`config.mk`:
```
export PLATFORM = sky130hd
export DESIGN_NAME = rhc_div
export DESIGN_NICKNAME = d
export VERILOG_FILES = /design/src/rtl/core/rhc_pkg.sv /design/src/rtl/core/rhc_div.sv
export SDC_FILE = /design/constraint.sdc
export NUM_CORES = 2
export LEC_CHECK = 0
export BUFFER_PORTS_ARGS = -buffer_cell sky130_fd_sc_hd__clkbuf_2
export CAP_MARGIN = 40
export CORE_MARGIN = 3
export CORE_UTILIZATION = 35
export CTS_BUF_LIST = sky130_fd_sc_hd__clkbuf_8
export DETAILED_ROUTE_END_ITERATION = 10
export PLACE_DENSITY = 0.56
export SYNTH_ARGS = -nofsm -noshare
export SYNTH_HDL_FRONTEND = slang
export SYNTH_SLANG_ARGS = --single-unit
```
`constraint.sdc`:
```
create_clock -name clock -period 3.85 [get_ports clock]
set_input_delay 0.5775 -clock clock [delete_from_list [all_inputs] [get_ports clock]]
set_output_delay 0.5775 -clock clock [all_outputs]
set_load 0.02 [all_outputs]
```
`src/rtl/core/rhc_pkg.sv`:
```
package rhc_pkg;

   localparam int CH_BITS = 16;
   localparam logic [CH_BITS-1:0] CH_FULL = '1;

   localparam int DIV_STAGES = 17;
   localparam int NUM_BITS = 36;
   localparam int DEN_BITS = 20;
   localparam int QUO_BITS = DIV_STAGES;

   localparam int HSX_STAGES = 6;
   localparam int FRONT_STAGES = 2;
   localparam int HSX_DELAY = DIV_STAGES + FRONT_STAGES - HSX_STAGES;
   localparam int PIPE_LEN = DIV_STAGES + FRONT_STAGES + 1;

   typedef enum logic [1:0] {
      FUNC_RGB2HSV = 2'd0,
      FUNC_HSV2RGB = 2'd1,
      FUNC_RGB2HSL = 2'd2,
      FUNC_HSL2RGB = 2'd3
   } func_type;

   typedef struct packed {
      func_type           func;
      logic               hue_zero;
      logic               sat_zero;
      logic [CH_BITS-1:0] val;
   } div_tag_type;

   // Rounded division by full scale, saturated to the channel range.
   function automatic logic [15:0] div_full_round(input logic [33:0] x);
      logic [34:0] z;
      logic [18:0] q1;
      logic [19:0] r1;
      logic [3:0]  q2;
      logic [16:0] r2;
      logic [18:0] q;
      z  = {1'b0, x} + 35'd32767;
      q1 = z[34:16];
      r1 = {4'b0, z[15:0]} + {1'b0, q1};
      q2 = r1[19:16];
      r2 = {1'b0, r1[15:0]} + {13'b0, q2};
      q  = q1 + {15'b0, q2} + ((r2 >= 17'd65535) ? 19'd1 : 19'd0);
      return (q > 19'd65535) ? 16'hFFFF : q[15:0];
   endfunction

endpackage

```
`src/rtl/core/rhc_div.sv`:
```
module rhc_div (
   input  logic                                 clock,
   input  logic                                 ce,
   input  logic [1:0][rhc_pkg::NUM_BITS-1:0]    num,
   input  logic [1:0][rhc_pkg::DEN_BITS-1:0]    den,
   input  rhc_pkg::div_tag_type                 tag,
   output logic [1:0][rhc_pkg::QUO_BITS-1:0]    quo,
   output rhc_pkg::div_tag_type                 tag_out
);

   localparam int S = rhc_pkg::DIV_STAGES;

   logic [1:0][rhc_pkg::NUM_BITS-1:0] rem_ff [S];
   logic [1:0][rhc_pkg::NUM_BITS-1:0] rem_in [S];
   logic [1:0][rhc_pkg::DEN_BITS-1:0] den_ff [S];
   logic [1:0][rhc_pkg::DEN_BITS-1:0] den_in [S];
   logic [1:0][rhc_pkg::QUO_BITS-1:0] quo_ff [S];
   logic [1:0][rhc_pkg::QUO_BITS-1:0] quo_in [S];
   rhc_pkg::div_tag_type              tag_ff [S];
   rhc_pkg::div_tag_type              tag_in [S];

   always_comb begin
      for (int s = 0; s < S; s++) begin
         tag_in[s] = (s == 0) ? tag : tag_ff[(s == 0) ? 0 : s - 1];
         for (int l = 0; l < 2; l++) begin
            logic [rhc_pkg::NUM_BITS-1:0] r_prev, cand;
            logic [rhc_pkg::QUO_BITS-1:0] q_prev;
            r_prev = (s == 0) ? num[l] : rem_ff[(s == 0) ? 0 : s - 1][l];
            q_prev = (s == 0) ? '0 : quo_ff[(s == 0) ? 0 : s - 1][l];
            den_in[s][l] = (s == 0) ? den[l] : den_ff[(s == 0) ? 0 : s - 1][l];
            cand = rhc_pkg::NUM_BITS'(den_in[s][l]) << (S - 1 - s);
            if (r_prev >= cand) begin
               rem_in[s][l] = r_prev - cand;
               quo_in[s][l] = q_prev | (rhc_pkg::QUO_BITS'(1) << (S - 1 - s));
            end else begin
               rem_in[s][l] = r_prev;
               quo_in[s][l] = q_prev;
            end
         end
      end
   end

   always_ff @(posedge clock) begin
      if (ce) begin
         rem_ff <= rem_in;
         den_ff <= den_in;
         quo_ff <= quo_in;
         tag_ff <= tag_in;
      end
   end

   assign quo     = quo_ff[S-1];
   assign tag_out = tag_ff[S-1];

endmodule

```
==> Word-level counts from Yosys, hierarchy flattened <==
Index checks and enable logic that the tools add are counted.
{ "totals": {"register_bits": 2710, "inputBits": 134, "wordCells": 298} }
{ "op_classes": {"n_addsub": 32, "order_cmp": 34, "muxes": 34} }
{ "ops": {"columns": ["operator", "n"], "rows": [
  ["$mux W36", 32],
  ["$ge A36 B20 Y1", 2],
  ["$ge A36 B21 Y1", 2],
  ["$ge A36 B22 Y1", 2],
  ["$ge A36 B23 Y1", 2],
  ["$ge A36 B24 Y1", 2],
  ["$ge A36 B25 Y1", 2],
  ["$ge A36 B26 Y1", 2],
  ["$ge A36 B27 Y1", 2],
  ["$ge A36 B28 Y1", 2],
  ["$ge A36 B29 Y1", 2],
  ["$ge A36 B30 Y1", 2],
  ["$ge A36 B31 Y1", 2],
  ["$ge A36 B32 Y1", 2],
  ["$ge A36 B33 Y1", 2],
  ["$ge A36 B34 Y1", 2],
  ["$ge A36 B35 Y1", 2],
  ["$ge A36 B36 Y1", 2],
  ["$sub A36 B21 Y36", 2],
  ["$sub A36 B22 Y36", 2],
  ["$sub A36 B23 Y36", 2],
  ["$sub A36 B24 Y36", 2],
  ["$sub A36 B25 Y36", 2],
  ["$sub A36 B26 Y36", 2],
  ["other kinds (11)", 22]
]} }

==> Longest topological paths before layout <==
{ "logic_depth": {"ltp_word": 2, "depth_mapped": 14, "depth_no_buf": 13} }

==> Worst setup path before layout <==
Ideal clock, no wire load.
{ "synth_timing": {"kind": "in2reg", "from": "input num[52] (netlist name)", "to": "register rem_ff[1206] (netlist name), data pin", "setup_ps": 270, "t_arrival_ps": 3141, "t_required_ps": 3580, "slack_ps": 439, "cell_stages": 13, "n_path_buf": 2, "path_cell_list": "inv_1 -> ha_1 -> fa_1 -> nor2b_1 -> o2111ai_1 -> nand3_1 -> a311oi_1 -> o21ai_0 -> nor4_1 -> o21ai_1 -> clkbuf_1 -> buf_1 -> a21oi_1"} }
{ "synth_lines": {"columns": ["element", "line_no", "text"], "rows": [
  ["from (decl)", "rhc_div.sv:4", "input logic [1:0][rhc_pkg::NUM_BITS-1:0] num,"],
  ["to (signal assigned)", "rhc_div.sv:45", "rem_ff <= rem_in;"],
  ["to (decl)", "rhc_div.sv:13", "logic [1:0][rhc_pkg::NUM_BITS-1:0] rem_ff [S];"]
]} }

==> results.md <==
Clock tree
• clock slew at reported path FFs: 0.06 ns
• clock root cell: sky130_fd_sc_hd__clkbuf_8
• H-tree Lvls: 5
• setup repair bufs after CTS: 0
• clk_lat worst skew: 1.07 ns
• CTS Buf Count: 423
• number of clock sinks seen by CTS: 2438
• maximum number of buffers from clock root to sink: 4
• TritonCTS clock tree: yes

GRT
• largest net degree at the start of global routing: 152
• total routing resource utilization after global routing: 13.9%
• vias in the first global route: 76100
• overall overflow remaining after global route: 0
• global-route wire length before repair: 401000 um
• antenna violations before repair: 5

Power and ir drop
• sequential power share: 42.2%
• internal power: 62.4 mW
• ratio of total power to cell area: 684 nW/um2
• switching power of the nets: 31.2 mW
• leakage power of the design: 52.5 nW
• power share of the combinational group: 32.6%
• Peak VDD IR: 0.272 mV
• switching power as a share of total power: 33.3%
• power share of the clock group: 25.1%

Yosys
• Yosys warning total: 0
• Synth Cell Area: 120000 um2
• share of synthesized area occupied by flip-flops and latches: 61.2%
• predominant post-synthesis flop cell: sky130_fd_sc_hd__edfxtp_1
• number of register bits inferred by synthesis: 2438
• post-synthesis instance total: 9638
• Synth Net Count: 10500
• post-synthesis area per instance: 12.4 um2
• Post-synth EDFFs: 2438
• Cell variety after synth: 98
• async set or reset register ratio after synthesis: 0%

Setup path
• Data required, critical path: 4.65 ns
• number of buffers and inverters on the critical path: 2
• Critical Path End: rem_ff[914]$_DFFE_PP_
• critical path depth in cells: 13
• Critical Path Source: den_ff[540]$_DFFE_PP_
• r2r worst-path depth: 13
• cells along the critical path: ha_1, fa_1, nor2b_1, o2111ai_1, and3_1, nor3_1, o221ai_1, a21oi_1, nor2b_2, buf_8, buf_4, nand2_1, o21ai_0
• setup slack of the most critical reg-to-reg path: 0.20 ns
• Critical R2R Launch: den_ff[540]$_DFFE_PP_
• Data arrival, critical path: 4.45 ns
• largest driver fanout on the critical path: 19
• kind of end point of the critical path: flop
• Crit-path slowest cell: sky130_fd_sc_hd__nor3_1
• crit-path max cell delay: 0.48 ns
• kind of start point of the critical path: flop
• CP Class: reg -> reg
• family with the most delay on the worst path: simple AND/OR/NAND/NOR gates
• reg2reg end: rem_ff[914]$_DFFE_PP_

STA
• sum of negative setup slack: 0 ns
• shortest clock period the worst path allows after layout: 3.65 ns
• share of the cycle needed by the critical path after routing: 94.8%
• Clock Skews: 0.0764 ns
• worst-case hold slack: 0.219 ns
• number of hold violations in the final report: 0
• Fmax achieved: 274 MHz
• Slew headroom: 39.4%
• number of failing setup endpoints in the final timing report: 0
• unrepaired setup endpoints after global routing: no
• worst-margin pin slew: 0.902 ns
• pins over their slew limit: 0

Place
• routability-driven placement congestion ratio: 0.929
• Port Buffer Count: 187
• Placement Cell Area: 127000 um2
• placed insts: 14300
• placed wire-length estimate after detailed placement: 183000 um

Floorplanning
• Chip Height: 591 um
• Total Die Area: 349000 um2
• core region area: 340000 um2
• Ports: 188
• die width: 591 um
• row count: 214
• Initial Util: 35.2%

Run
• Max Cap Viol: 0

Route
• TritonRoute pass-1 iters: 8
• average wire per standard cell: 16.4 um
• via/cell ratio: 4.91
• Detail Route Antenna Nets: 0
• DRC violation total after the first TritonRoute iteration: 4189
• residual DRC count: 0
• Total Routed Length: 250000 um
• total via count after detailed routing: 74900

Outcome
• outcome: finished clean

Finish
• post-route non-filler standard cell count: 15200
• layout cell share with drive strength beyond 1: 10.8%
• final core occ: 40.2%
• net count of the finished layout: 11200
• Layout Cell Area excl Fill: 137000 um2
• area added between synthesis and finish: 14.3%
• layout filler cell count: 31800

Worst hold path
• kind of path behind the tightest hold check: in -> reg

## worst register-to-register path: stages (launching register included)
cell	delay [ns]
sky130_fd_sc_hd__edfxtp_1	0.42
sky130_fd_sc_hd__ha_1	0.24
sky130_fd_sc_hd__fa_1	0.40
sky130_fd_sc_hd__nor2b_1	0.17
sky130_fd_sc_hd__o2111ai_1	0.16
sky130_fd_sc_hd__and3_1	0.22
sky130_fd_sc_hd__nor3_1	0.48
sky130_fd_sc_hd__o221ai_1	0.24
sky130_fd_sc_hd__a21oi_1	0.38
sky130_fd_sc_hd__nor2b_2	0.16
sky130_fd_sc_hd__buf_8	0.19
sky130_fd_sc_hd__buf_4	0.17
sky130_fd_sc_hd__nand2_1	0.06
sky130_fd_sc_hd__o21ai_0	0.08
## registers in the layout, indices dropped and copies added (netlist names)
| register | flops |
|---|---|
| den_ff | 640 |
| quo | 34 |
| tag_ff | 320 |
| quo_ff | 272 |
| rem_ff | 1152 |
| tag_out | 20 |
## routing by layer
metal	up-vias	routed length [um]	GRT usage, %
li1	37200	-	-
met1	35400	108000	17.0
met2	1618	121000	24.3
met3	640	10000	2.39
met4	2	10400	5.99
met5	-	12	0
## cells in the mapped netlist, types with 33 or more instances
library cell               number  area, um2
sky130_fd_sc_hd__edfxtp_1    2438      73200
sky130_fd_sc_hd__inv_1        875       3280
sky130_fd_sc_hd__ha_1         680       8510
sky130_fd_sc_hd__nand2_1      666       2500
sky130_fd_sc_hd__a21oi_1      626       3130
sky130_fd_sc_hd__o21ai_0      598       2990
sky130_fd_sc_hd__nor2_1       586       2200
sky130_fd_sc_hd__xnor2_1      365       3200
sky130_fd_sc_hd__xor2_1       336       2940
sky130_fd_sc_hd__a21o_1       220       1650
sky130_fd_sc_hd__nor3_1       199        996
sky130_fd_sc_hd__clkbuf_1     136        510
sky130_fd_sc_hd__mux2_2       132       1490
sky130_fd_sc_hd__nand3_1      128        641
sky130_fd_sc_hd__o21a_1       122        916
sky130_fd_sc_hd__nand2b_1     119        744
sky130_fd_sc_hd__nor4_1       117        732
sky130_fd_sc_hd__nor2b_1      103        644
sky130_fd_sc_hd__nand4_1      102        638
sky130_fd_sc_hd__o31ai_1       84        631
sky130_fd_sc_hd__or3_1         81        507
sky130_fd_sc_hd__a31oi_1       66        413
sky130_fd_sc_hd__o21bai_1      63        473
sky130_fd_sc_hd__a211oi_1      58        435
sky130_fd_sc_hd__buf_4         55        413
sky130_fd_sc_hd__o211ai_1      46        345
sky130_fd_sc_hd__and3_1        39        244
sky130_fd_sc_hd__o31a_1        37        324
sky130_fd_sc_hd__or4_1         33        248
## layout make-up
| class | count | area, um2 | area share [%] |
|---|---|---|---|
| Clock inverter | 347 | 2550 | 1.86 |
| Sequential cell | 2438 | 73200 | 53.5 |
| Timing Repair Buffer | 494 | 3920 | 2.87 |
| Inverter | 878 | 3300 | 2.41 |
| Multi-Input combinational cell | 6108 | 42300 | 30.9 |
| Tap cell | 4536 | 5680 | 4.15 |
| Antenna cell | 4 | 10.0 | 0.00731 |
| Clock buffer | 427 | 5880 | 4.29 |
## cells in the final DEF, fill, tap and decap left out, types with 81 or more instances in the layout
| cell type | n |
|---|---|
| sky130_fd_sc_hd__clkbuf_2 | 186 |
| sky130_fd_sc_hd__nand2b_1 | 119 |
| sky130_fd_sc_hd__ha_1 | 680 |
| sky130_fd_sc_hd__mux2_2 | 132 |
| sky130_fd_sc_hd__clkbuf_8 | 427 |
| sky130_fd_sc_hd__nor2b_1 | 102 |
| sky130_fd_sc_hd__nand4_1 | 102 |
| sky130_fd_sc_hd__nor3_1 | 197 |
| sky130_fd_sc_hd__nor4_1 | 115 |
| sky130_fd_sc_hd__buf_4 | 146 |
| sky130_fd_sc_hd__nand3_1 | 128 |
| sky130_fd_sc_hd__inv_1 | 982 |
| sky130_fd_sc_hd__or3_1 | 81 |
| sky130_fd_sc_hd__dlygate4sd3_1 | 134 |
| sky130_fd_sc_hd__edfxtp_1 | 2438 |
| sky130_fd_sc_hd__xnor2_1 | 365 |
| sky130_fd_sc_hd__xor2_1 | 336 |
| sky130_fd_sc_hd__clkinv_1 | 109 |
| sky130_fd_sc_hd__o21ai_0 | 596 |
| sky130_fd_sc_hd__nor2_1 | 585 |
| sky130_fd_sc_hd__a21oi_1 | 624 |
| sky130_fd_sc_hd__o21a_1 | 122 |
| sky130_fd_sc_hd__a21o_1 | 220 |
| sky130_fd_sc_hd__o31ai_1 | 83 |
| sky130_fd_sc_hd__nand2_1 | 665 |
## timing repair
item,CTS,global route
endpoints found under the setup margin,0,18
resized for setup,0,8
hold buffers,134,0
hold endpoints to repair,146,0
## power groups by stage
stage                     Clock [mW]  Sequential, mW  Combinational, mW
after global placement             0            40.0               29.4
final                           23.5            39.5               30.5
after CTS                       24.7            39.5               30.5
after detailed placement           0            40.0               30.2
after global routing            25.9            40.1               34.2
after floorplan                    0            38.6               22.9
## how the worst min path moves through the flow
stage | from | end | cells past startpoint
after floorplan | quo_ff[44]$_DFFE_PP_ | quo[10]$_DFFE_PP_ | 0
after detailed placement | quo_ff[39]$_DFFE_PP_ | quo[5]$_DFFE_PP_ | 0
after CTS | num[42] | rem_ff[1194]$_DFFE_PP_ | 2
after global routing | tag[19] | tag_ff[339]$_DFFE_PP_ | 2
final | tag[1] | tag_ff[321]$_DFFE_PP_ | 2
after global placement | tag_ff[156]$_DFFE_PP_ | tag_ff[136]$_DFFE_PP_ | 0
## logic make-up after synthesis
family | after synthesis | synth area share [%]
DFF | 2438 | 61.2
adders and majority gates | 712 | 7.64
xor gates and xnor gates | 701 | 5.13
and+or+nand+nor | 2357 | 9.66
muxes | 144 | 1.34
buffers and inverters | 1092 | 3.61
AOI/OAI and AO/OA | 2194 | 11.5
## metrics by stage
step	setup WS, ns	power [mW]
after detailed placement	0.147	70.2
after CTS	0.116	94.7
after global routing	0.00290	100
after global placement	0.111	69.3
final	0.200	93.6
after floorplan	0.439	61.6
No activity file was read; power rests on OpenSTA's default activity.
