`src/rtl/core/rhc_pkg.sv`:
```
package rhc_pkg;

   localparam int CH_BITS = 16;
   localparam logic [CH_BITS-1:0] CH_FULL = '1;

   localparam int DIV_STAGES = 17;
   localparam int NUM_BITS = 36;
   localparam int DEN_BITS = 20;
   localparam int QUO_BITS = DIV_STAGES;

   localparam int HSX_STAGES = 6;
   localparam int FRONT_STAGES = 2;
   localparam int HSX_DELAY = DIV_STAGES + FRONT_STAGES - HSX_STAGES;
   localparam int PIPE_LEN = DIV_STAGES + FRONT_STAGES + 1;

   typedef enum logic [1:0] {
      FUNC_RGB2HSV = 2'd0,
      FUNC_HSV2RGB = 2'd1,
      FUNC_RGB2HSL = 2'd2,
      FUNC_HSL2RGB = 2'd3
   } func_type;

   typedef struct packed {
      func_type           func;
      logic               hue_zero;
      logic               sat_zero;
      logic [CH_BITS-1:0] val;
   } div_tag_type;

   // Rounded division by full scale, saturated to the channel range.
   function automatic logic [15:0] div_full_round(input logic [33:0] x);
      logic [34:0] z;
      logic [18:0] q1;
      logic [19:0] r1;
      logic [3:0]  q2;
      logic [16:0] r2;
      logic [18:0] q;
      z  = {1'b0, x} + 35'd32767;
      q1 = z[34:16];
      r1 = {4'b0, z[15:0]} + {1'b0, q1};
      q2 = r1[19:16];
      r2 = {1'b0, r1[15:0]} + {13'b0, q2};
      q  = q1 + {15'b0, q2} + ((r2 >= 17'd65535) ? 19'd1 : 19'd0);
      return (q > 19'd65535) ? 16'hFFFF : q[15:0];
   endfunction

endpackage

```
`src/rtl/core/rhc_rgb.sv`:
```
module rhc_rgb (
   input  logic                                 clock,
   input  logic                                 ce,
   input  rhc_pkg::func_type                    func,
   input  logic [15:0]                          chan_a,
   input  logic [15:0]                          chan_b,
   input  logic [15:0]                          chan_c,
   output logic [1:0][rhc_pkg::NUM_BITS-1:0]    num,
   output logic [1:0][rhc_pkg::DEN_BITS-1:0]    den,
   output rhc_pkg::div_tag_type                 tag
);

   logic [15:0] mx, mn, d;
   logic [18:0] t;
   logic [16:0] sum, rest, lim;

   rhc_pkg::func_type func_ff;
   logic [15:0] mx_ff, d_ff;
   logic [18:0] t_ff;
   logic [16:0] sum_ff, lim_ff;

   logic [1:0][rhc_pkg::NUM_BITS-1:0] num_in, num_ff;
   logic [1:0][rhc_pkg::DEN_BITS-1:0] den_in, den_ff;
   rhc_pkg::div_tag_type tag_in, tag_ff;
   logic        hsv;
   logic [16:0] base, sum_p1;
   logic [31:0] df;

   always_comb begin
      mx = chan_a;
      if (chan_b > mx) mx = chan_b;
      if (chan_c > mx) mx = chan_c;
      mn = chan_a;
      if (chan_b < mn) mn = chan_b;
      if (chan_c < mn) mn = chan_c;
      d = mx - mn;
      if (chan_a >= chan_b && chan_a >= chan_c) begin
         if (chan_b >= chan_c) t = {3'b0, chan_b - chan_c};
         else t = ({3'b0, d} * 19'd6) - {3'b0, chan_c - chan_b};
      end else if (chan_b >= chan_c) begin
         t = ({3'b0, chan_c} + ({3'b0, d} << 1)) - {3'b0, chan_a};
      end else begin
         t = ({3'b0, chan_a} + ({3'b0, d} << 2)) - {3'b0, chan_b};
      end
      sum  = {1'b0, mx} + {1'b0, mn};
      rest = 17'h1FFFE - sum;
      lim  = (sum < rest) ? sum : rest;
   end

   always_comb begin
      hsv    = (func_ff == rhc_pkg::FUNC_RGB2HSV);
      base   = hsv ? {1'b0, mx_ff} : lim_ff;
      sum_p1 = sum_ff + 17'd1;
      df     = {d_ff, 16'b0} - {16'b0, d_ff};
      num_in[0] = {t_ff, 17'b0} + rhc_pkg::NUM_BITS'({d_ff, 3'b0} - {2'b0, d_ff, 1'b0});
      den_in[0] = rhc_pkg::DEN_BITS'({d_ff, 4'b0} - {2'b0, d_ff, 2'b0});
      num_in[1] = rhc_pkg::NUM_BITS'({df, 1'b0}) + rhc_pkg::NUM_BITS'(base);
      den_in[1] = rhc_pkg::DEN_BITS'({base, 1'b0});
      tag_in.func     = func_ff;
      tag_in.hue_zero = (d_ff == 16'd0);
      tag_in.sat_zero = (base == 17'd0);
      tag_in.val      = hsv ? mx_ff : sum_p1[16:1];
   end

   always_ff @(posedge clock) begin
      if (ce) begin
         func_ff <= func;
         mx_ff   <= mx;
         d_ff    <= d;
         t_ff    <= t;
         sum_ff  <= sum;
         lim_ff  <= lim;
         num_ff  <= num_in;
         den_ff  <= den_in;
         tag_ff  <= tag_in;
      end
   end

   assign num = num_ff;
   assign den = den_ff;
   assign tag = tag_ff;

endmodule

```
`config.mk`:
```
export PLATFORM = sky130hd
export DESIGN_NAME = rhc_rgb
export DESIGN_NICKNAME = d
export VERILOG_FILES = /design/src/rtl/core/rhc_pkg.sv /design/src/rtl/core/rhc_rgb.sv
export SDC_FILE = /design/constraint.sdc
export NUM_CORES = 1
export LEC_CHECK = 0
export BUFFER_PORTS_ARGS = -buffer_cell sky130_fd_sc_hd__buf_2
export CORE_UTILIZATION = 45
export DETAILED_ROUTE_END_ITERATION = 8
export HOLD_SLACK_MARGIN = 0.03
export PLACE_DENSITY = 0.67
export SLEW_MARGIN = 20
export SYNTH_ARGS = -nofsm -noshare
export SYNTH_HDL_FRONTEND = slang
export SYNTH_SLANG_ARGS = --single-unit
```
`constraint.sdc`:
```
create_clock -name clock -period 27.2 [get_ports clock]
set_input_delay 0 -clock clock [delete_from_list [all_inputs] [get_ports clock]]
set_output_delay 0 -clock clock [all_outputs]
set_load 0.05 [all_outputs]
```
# Yosys cells after proc, flatten, opt, wreduce, memory -nomap -nowiden
# Index checks and enable logic that the tools add are counted.
[word_totals]
output_inout_bits = 132
elab_cells = 53
in_bits = 52
ram_bits = 0
latch_bits = 0
regBits = 216
memories = 0
romBits = 0
[classes]
order_cmp = 8
muxes = 10
n_eq_ne = 0
n_shift = 0
bitwise_logic = 0
n_addsub = 16
multipliers = 1
n_reduce_logical = 4
div = 0
[ops]
columns = ["operator", "n"]
rows = [
  ["2-to-1 mux 16 bit", 5],
  ["2-to-1 mux 19 bit", 3],
  [">= comparator 16 bit", 3],
  ["subtractor 16 bit", 3],
  ["subtractor 19 x 16 -> 19 bit", 2],
  ["adder 36 bit", 1],
  ["adder 33 x 17 -> 34 bit", 1],
  ["2-to-1 mux 17 bit", 2],
  ["> comparator 16 bit", 2],
  ["< comparator 16 bit", 2],
  ["subtractor 32 x 16 -> 32 bit", 1],
  ["subtractor 19 x 17 -> 20 bit", 1],
  ["subtractor 20 x 18 -> 20 bit", 1],
  ["adder 16 x 18 -> 19 bit", 1],
  ["subtractor 18 x 16 -> 19 bit", 1],
  ["adder 16 x 17 -> 18 bit", 1],
  ["multiplier 16 x 2 -> 18 bit (second input constant)", 1],
  ["adder 16 x 16 -> 17 bit", 1],
  ["adder 17 x 1 -> 17 bit (second input constant)", 1],
  ["zero test 17 bit", 1],
  ["< comparator 17 bit", 1],
  ["subtractor 17 bit (first input constant)", 1],
  ["zero test 16 bit", 1],
  ["zero test 2 bit", 1],
  ["logical AND 1 bit", 1],
]

# Longest topological paths before layout
[depth]
ltp_word = 9
ltp_mapped = 56
mapped_depth_nobuf = 52

# Least setup slack after synthesis
# OpenSTA, ideal clock, no wires.
[synth_timing]
path_kind = "input to register"
startpoint = "input chan_a[0]"
endpoint = "register t_ff[17] (data pin)"
path_buffers = 4
setup_time_ps = 261
cell_stages = 53
slack_ps = 17766
t_arrival_ps = 9172
t_required_ps = 26939
path_cell_list = "inv_1 > ha_1 > inv_1 > fa_1 > a21o_1 > a21o_1 > a21o_1 > a21o_1 > a211oi_1 > o21a_1 > clkbuf_1 > a21oi_1 > ha_1 > nor2b_1 > o21a_1 > o21a_1 > o21a_1 > o21a_1 > [... 17 more ...] > nor2_1 > nand2_1 > o2bb2a_1 > o2111ai_1 > a21o_1 > a21oi_1 > a21oi_1 > o21bai_1 > xnor2_1 > ha_1 > a21oi_1 > nor2b_1 > a21oi_1 > a21oi_1 > and2_1 > a211oi_1 > xor2_1 > o21ai_1"
[synth_via]
elab_chain_len = 9
elab_cells_between_ends = 21
cone_classes = "6 x add/sub; 1 x mul; 6 x order compare; 7 x mux; 1 x reduce/logical"
[synth_rtl]
columns = ["element", "line_no", "source"]
rows = [
  ["from (decl)", "rhc_rgb.sv:5", "input logic [15:0] chan_a,"],
  ["> comparator 16 bit", "rhc_rgb.sv:31", "if (chan_b > mx) mx = chan_b;"],
  ["2-to-1 mux 16 bit *", "rhc_rgb.sv:31", ""],
  ["> comparator 16 bit", "rhc_rgb.sv:32", "if (chan_c > mx) mx = chan_c;"],
  ["2-to-1 mux 16 bit *", "rhc_rgb.sv:32", ""],
  ["named net mx[5]", "rhc_rgb.sv:13", "logic [15:0] mx, mn, d;"],
  ["subtractor 16 bit *", "rhc_rgb.sv:36", "d = mx - mn;"],
  ["named net d[6]", "rhc_rgb.sv:13", ""],
  ["multiplier 16 x 2 -> 18 bit, or another cell as far along", "rhc_rgb.sv:39", "else t = ({3'b0, d} * 19'd6) - {3'b0, chan_c - chan_b};"],
  ["subtractor 19 x 16 -> 19 bit, or another cell as far along", "rhc_rgb.sv:39", ""],
  ["2-to-1 mux 19 bit (on tied branches)", "rhc_rgb.sv:38, rhc_rgb.sv:40", ""],
  ["2-to-1 mux 19 bit *", "rhc_rgb.sv:37", "if (chan_a >= chan_b && chan_a >= chan_c) begin"],
  ["named net t[17]", "rhc_rgb.sv:14", "logic [18:0] t;"],
  ["to (signal assigned)", "rhc_rgb.sv:70", "t_ff <= t;"],
  ["to (decl)", "rhc_rgb.sv:19", "logic [18:0] t_ff;"],
]
# The timed path passes the listed nets; every way through them passes the cells marked *.
# A chain may end at the register's enable or synchronous reset.

# Final worst setup path
[layout_timing]
startpoint = "input chan_a[0]"
endpoint = "register t_ff[17] (data pin)"
[layout_via]
elab_chain_len = 9
elab_cells_between_ends = 21
cone_classes = "6 x add/sub; 1 x mul; 6 x order compare; 7 x mux; 1 x reduce/logical"
[layout_rtl]
columns = ["element", "line_no"]
rows = [
  ["> comparator 16 bit or < comparator 16 bit (tied branches)", "rhc_rgb.sv:31, rhc_rgb.sv:34"],
  ["2-to-1 mux 16 bit (on tied branches)", "rhc_rgb.sv:31, rhc_rgb.sv:34"],
  ["> comparator 16 bit or < comparator 16 bit (tied branches)", "rhc_rgb.sv:32, rhc_rgb.sv:35"],
  ["2-to-1 mux 16 bit (on tied branches)", "rhc_rgb.sv:32, rhc_rgb.sv:35"],
  ["subtractor 16 bit *", "rhc_rgb.sv:36"],
  ["named net d[6]", "rhc_rgb.sv:13"],
  ["multiplier 16 x 2 -> 18 bit, or another cell as far along", "rhc_rgb.sv:39"],
  ["subtractor 19 x 16 -> 19 bit, or another cell as far along", "rhc_rgb.sv:39"],
  ["2-to-1 mux 19 bit (on tied branches)", "rhc_rgb.sv:38, rhc_rgb.sv:40"],
  ["2-to-1 mux 19 bit *", "rhc_rgb.sv:37"],
  ["named net t[17]", "rhc_rgb.sv:14"],
]
# Marks and branches as above.

==> report_table.html <==
<table>
<tr><th>Metric</th><th>Value</th></tr>
<tr><th colspan="2">Global route</th></tr>
<tr><td>Gr usage total</td><td>25.1%</td></tr>
<tr><td>Via count of the first global-routing pass</td><td>15300</td></tr>
<tr><td>Largest net degree at the start of global routing</td><td>111</td></tr>
<tr><td>Overflow left after global routing</td><td>0</td></tr>
<tr><td>Global-route wire length before repair</td><td>85.1 mm</td></tr>
<tr><td>Initial antenna violation count</td><td>4</td></tr>
<tr><th colspan="2">Placement</th></tr>
<tr><td>Gp weighted congestion</td><td>0.945</td></tr>
<tr><td>Dpl hpwl</td><td>approximately 45 mm</td></tr>
<tr><td>Port Buf Inserts</td><td>175</td></tr>
<tr><th colspan="2">Layout</th></tr>
<tr><td>Most frequent standard cell in the layout excluding fill and tap cells</td><td>sky130_fd_sc_hd__ha_1</td></tr>
<tr><td>Area Growth Syn to Fin</td><td>10.3%</td></tr>
<tr><td>Proportion of layout cells with a drive suffix above 1</td><td>around 12%</td></tr>
<tr><td>Number of nets in the final layout</td><td>2606</td></tr>
<tr><td>Leading cell types in the layout, fill and taps excluded</td><td>sky130_fd_sc_hd__ha_1, sky130_fd_sc_hd__edfxtp_1, sky130_fd_sc_hd__a21oi_1</td></tr>
<tr><th colspan="2">Synth</th></tr>
<tr><td>Part of the Yosys area used for sequential elements</td><td>29.6%</td></tr>
<tr><td>Async set-or-reset flop fraction in the synthesized netlist</td><td>0%</td></tr>
<tr><td>Count of cell types in the netlist</td><td>81</td></tr>
<tr><td>Cell type with the highest aggregate area in the netlist</td><td>sky130_fd_sc_hd__edfxtp_1</td></tr>
<tr><td>Synthesized flop and latch total</td><td>192</td></tr>
<tr><td>Largest cells by area after synthesis</td><td>sky130_fd_sc_hd__edfxtp_1, sky130_fd_sc_hd__ha_1, sky130_fd_sc_hd__xnor2_1</td></tr>
<tr><td>Synth warnings</td><td>0</td></tr>
<tr><td>Commonest register cell after synthesis</td><td>sky130_fd_sc_hd__edfxtp_1</td></tr>
<tr><td>Post-synthesis average cell area</td><td>9.25 µm²</td></tr>
<tr><td>Fraction of synthesized cell area taken by the top area cell type</td><td>~30%</td></tr>
<tr><td>Combined area of all synthesized cells</td><td>19500 µm²</td></tr>
<tr><td>EDFF count, synth</td><td>192</td></tr>
<tr><td>Number of standard cells after synthesis</td><td>2107</td></tr>
<tr><th colspan="2">Critical path</th></tr>
<tr><td>Crit path buffers/inverters</td><td>6</td></tr>
<tr><td>Critical Path Most Common Cell</td><td>sky130_fd_sc_hd__a21oi_1</td></tr>
<tr><td>Category of cells accounting for the largest share of critical-path delay</td><td>compound AO/OA/AOI/OAI gates</td></tr>
<tr><td>Crit start category</td><td>input pin</td></tr>
<tr><td>Critical Path Slowest Stage Cell</td><td>sky130_fd_sc_hd__xor2_1</td></tr>
<tr><td>Worst reg2reg setup slack</td><td>a little under 20000 ps</td></tr>
<tr><td>Crit-path max FO</td><td>33</td></tr>
<tr><td>CP endpoint kind</td><td>flip-flop</td></tr>
<tr><td>Req. time, crit path</td><td>27410 ps</td></tr>
<tr><td>R2R cell count</td><td>27</td></tr>
<tr><td>Endpoint of the worst register-to-register path</td><td>num[35]</td></tr>
<tr><td>Worst endpoint data arrival time</td><td>10850 ps</td></tr>
<tr><td>Worst stage delay on the critical path</td><td>520 ps</td></tr>
<tr><td>Critical register-to-register path startpoint</td><td>d_ff[0]</td></tr>
<tr><td>Critical path class</td><td>input pin to flip-flop</td></tr>
<tr><th colspan="2">Clock network</th></tr>
<tr><td>Resize count post-CTS</td><td>0</td></tr>
<tr><td>Clock latency on the worst-skew pair</td><td>480 ps</td></tr>
<tr><td>Number of buffers added by the clock tree synthesis step</td><td>17</td></tr>
<tr><td>CTS Root Cell</td><td>sky130_fd_sc_hd__clkbuf_16</td></tr>
<tr><td>CTS max path bufs</td><td>2</td></tr>
<tr><td>Num Clock Sinks</td><td>192</td></tr>
<tr><td>H-Tree Level Count</td><td>4</td></tr>
<tr><td>Hold buffers post-CTS</td><td>3</td></tr>
<tr><td>Setup Buffers After CTS</td><td>0</td></tr>
<tr><td>Register clock-pin slew on the reported worst setup and hold paths</td><td>about 80 ps</td></tr>
<tr><td>TritonCTS clock tree</td><td>yes</td></tr>
<tr><th colspan="2">Timing</th></tr>
<tr><td>Final TNS setup</td><td>0 ps</td></tr>
<tr><td>Pins over their slew limit</td><td>0</td></tr>
<tr><td>Worst relative slew slack</td><td>28.5%</td></tr>
<tr><td>Max Clock Skew</td><td>15.6 ps</td></tr>
<tr><td>Final worst path period share</td><td>39.1%</td></tr>
<tr><td>Highest clock rate</td><td>94.0 MHz</td></tr>
<tr><td>Final period demand of the worst path</td><td>10640 ps</td></tr>
<tr><td>Measured slew at the worst slew-check pin</td><td>1040 ps</td></tr>
<tr><td>Final setup viols</td><td>0</td></tr>
<tr><td>Hold violation count in the final report</td><td>0</td></tr>
<tr><td>Setup repair after global routing missed its margin</td><td>no</td></tr>
<tr><th colspan="2">Routing</th></tr>
<tr><td>Average routed wire per standard cell</td><td>19.4 µm</td></tr>
<tr><td>Vias per cell</td><td>5.61</td></tr>
<tr><td>Post-route DRC</td><td>0</td></tr>
<tr><td>ANT nets after route</td><td>0</td></tr>
<tr><td>Via count</td><td>16000</td></tr>
<tr><td>Routed WL</td><td>roughly 55 mm</td></tr>
<tr><td>1st-iter DRT viols</td><td>around 1200</td></tr>
<tr><td>Drt first pass iters</td><td>5</td></tr>
<tr><th colspan="2">Floorplan</th></tr>
<tr><td>IO Count</td><td>184</td></tr>
<tr><td>Number of placement rows</td><td>75</td></tr>
<tr><td>Initial core utilization</td><td>46.0%</td></tr>
<tr><td>Area of the die</td><td>~44000 µm²</td></tr>
<tr><td>Area of the core region</td><td>42300 µm²</td></tr>
<tr><td>Die Y-Extent</td><td>~210 µm</td></tr>
<tr><td>Die span in x</td><td>210 µm</td></tr>
<tr><th colspan="2">Hold path</th></tr>
<tr><td>Startpoint of the worst hold path</td><td>chan_b[0]</td></tr>
<tr><td>Type of the tightest min-delay check</td><td>input pin to flip-flop</td></tr>
<tr><td>Hold Path End</td><td>mx_ff[0]</td></tr>
<tr><td>Cell depth of the worst hold path</td><td>4</td></tr>
<tr><th colspan="2">Job</th></tr>
<tr><td>Number of maximum-capacitance constraint violations</td><td>0</td></tr>
<tr><th colspan="2">Outcome</th></tr>
<tr><td>Result of the run</td><td>completed</td></tr>
</table>
worst max path at each step:
stage / start / to / depth (start not counted)
after floorplan: chan_a[0] / t_ff[17] / 53
after global placement: chan_a[0] / t_ff[17] / 53
after detailed placement: chan_a[0] / t_ff[17] / 53
after CTS: chan_a[0] / t_ff[17] / 53
after global routing: chan_a[0] / t_ff[17] / 54
final: chan_a[0] / t_ff[17] / 54
metal layers:
metal | global-route usage (%) | vias up | routed length [µm]
li1 | - | 7876 | -
met1 | 34.0 | 7525 | 25200
met2 | 40.5 | 460 | 25300
met3 | 2.98 | 90 | 2710
met4 | 10.6 | 4 | 1910
met5 | 0 | - | 28
tightest hold or removal path, stage by stage:
cell and delay, ps:
sky130_fd_sc_hd__buf_2 120, sky130_fd_sc_hd__nand2_1 50, sky130_fd_sc_hd__o21ai_0 170, sky130_fd_sc_hd__mux2_2 220
through the flow:
| stage | hold slack [ps] | instances | setup slack [ps] | cell area (µm²) | util [%] |
|---|---|---|---|---|---|
| after floorplan | 98.9 | 2114 | 17770 | 19500 | - |
| after global placement | 177 | 2806 | 16460 | 20900 | 49.3 |
| after detailed placement | 179 | 2806 | 16170 | 20900 | 49.3 |
| after CTS | 144 | 2841 | 16680 | 21500 | 50.7 |
| after global routing | 208 | 2842 | 15770 | 21500 | 50.8 |
| final | 185 | 2843 | 16560 | 21500 | 50.8 |
synthesized netlist by cell type (40+ instances only):
master / count
sky130_fd_sc_hd__a21o_1: 49
sky130_fd_sc_hd__nand2_1: 142
sky130_fd_sc_hd__edfxtp_1: 192
sky130_fd_sc_hd__fa_1: 40
sky130_fd_sc_hd__mux2i_1: 58
sky130_fd_sc_hd__nor3_1: 43
sky130_fd_sc_hd__a21oi_1: 177
sky130_fd_sc_hd__nor2_1: 163
sky130_fd_sc_hd__o21ai_0: 136
sky130_fd_sc_hd__inv_1: 160
sky130_fd_sc_hd__xor2_1: 60
sky130_fd_sc_hd__xnor2_1: 123
sky130_fd_sc_hd__ha_1: 263
layout make-up:
cell class	instances	area (µm²)
Antenna cell	2	5.00
Clock buffer	17	425
Clock inverter	15	151
Fill cell	3908	20800
Inverter	167	634
Multi-Input combinational cell	1686	12800
Sequential cell	192	5770
Tap cell	577	722
Timing Repair Buffer	187	982
state kept, by name, indices dropped and copies added (netlist names):
register,flops
den,19
func_ff,2
lim_ff,16
t_ff,19
d_ff,16
tag,20
mx_ff,16
sum_ff,16
num,68
logic make-up after synthesis:
logic type,synth area share [%]
flops,29.6
mux,4.25
xor+xnor,8.37
simple gates,13.7
other cells,0.0192
compound gates,17.9
fa+ha+maj,21.0
buf+inv,5.13
Power is not shown: default switching activity piles up to over one toggle a cycle in this logic, so the estimate is an artifact.
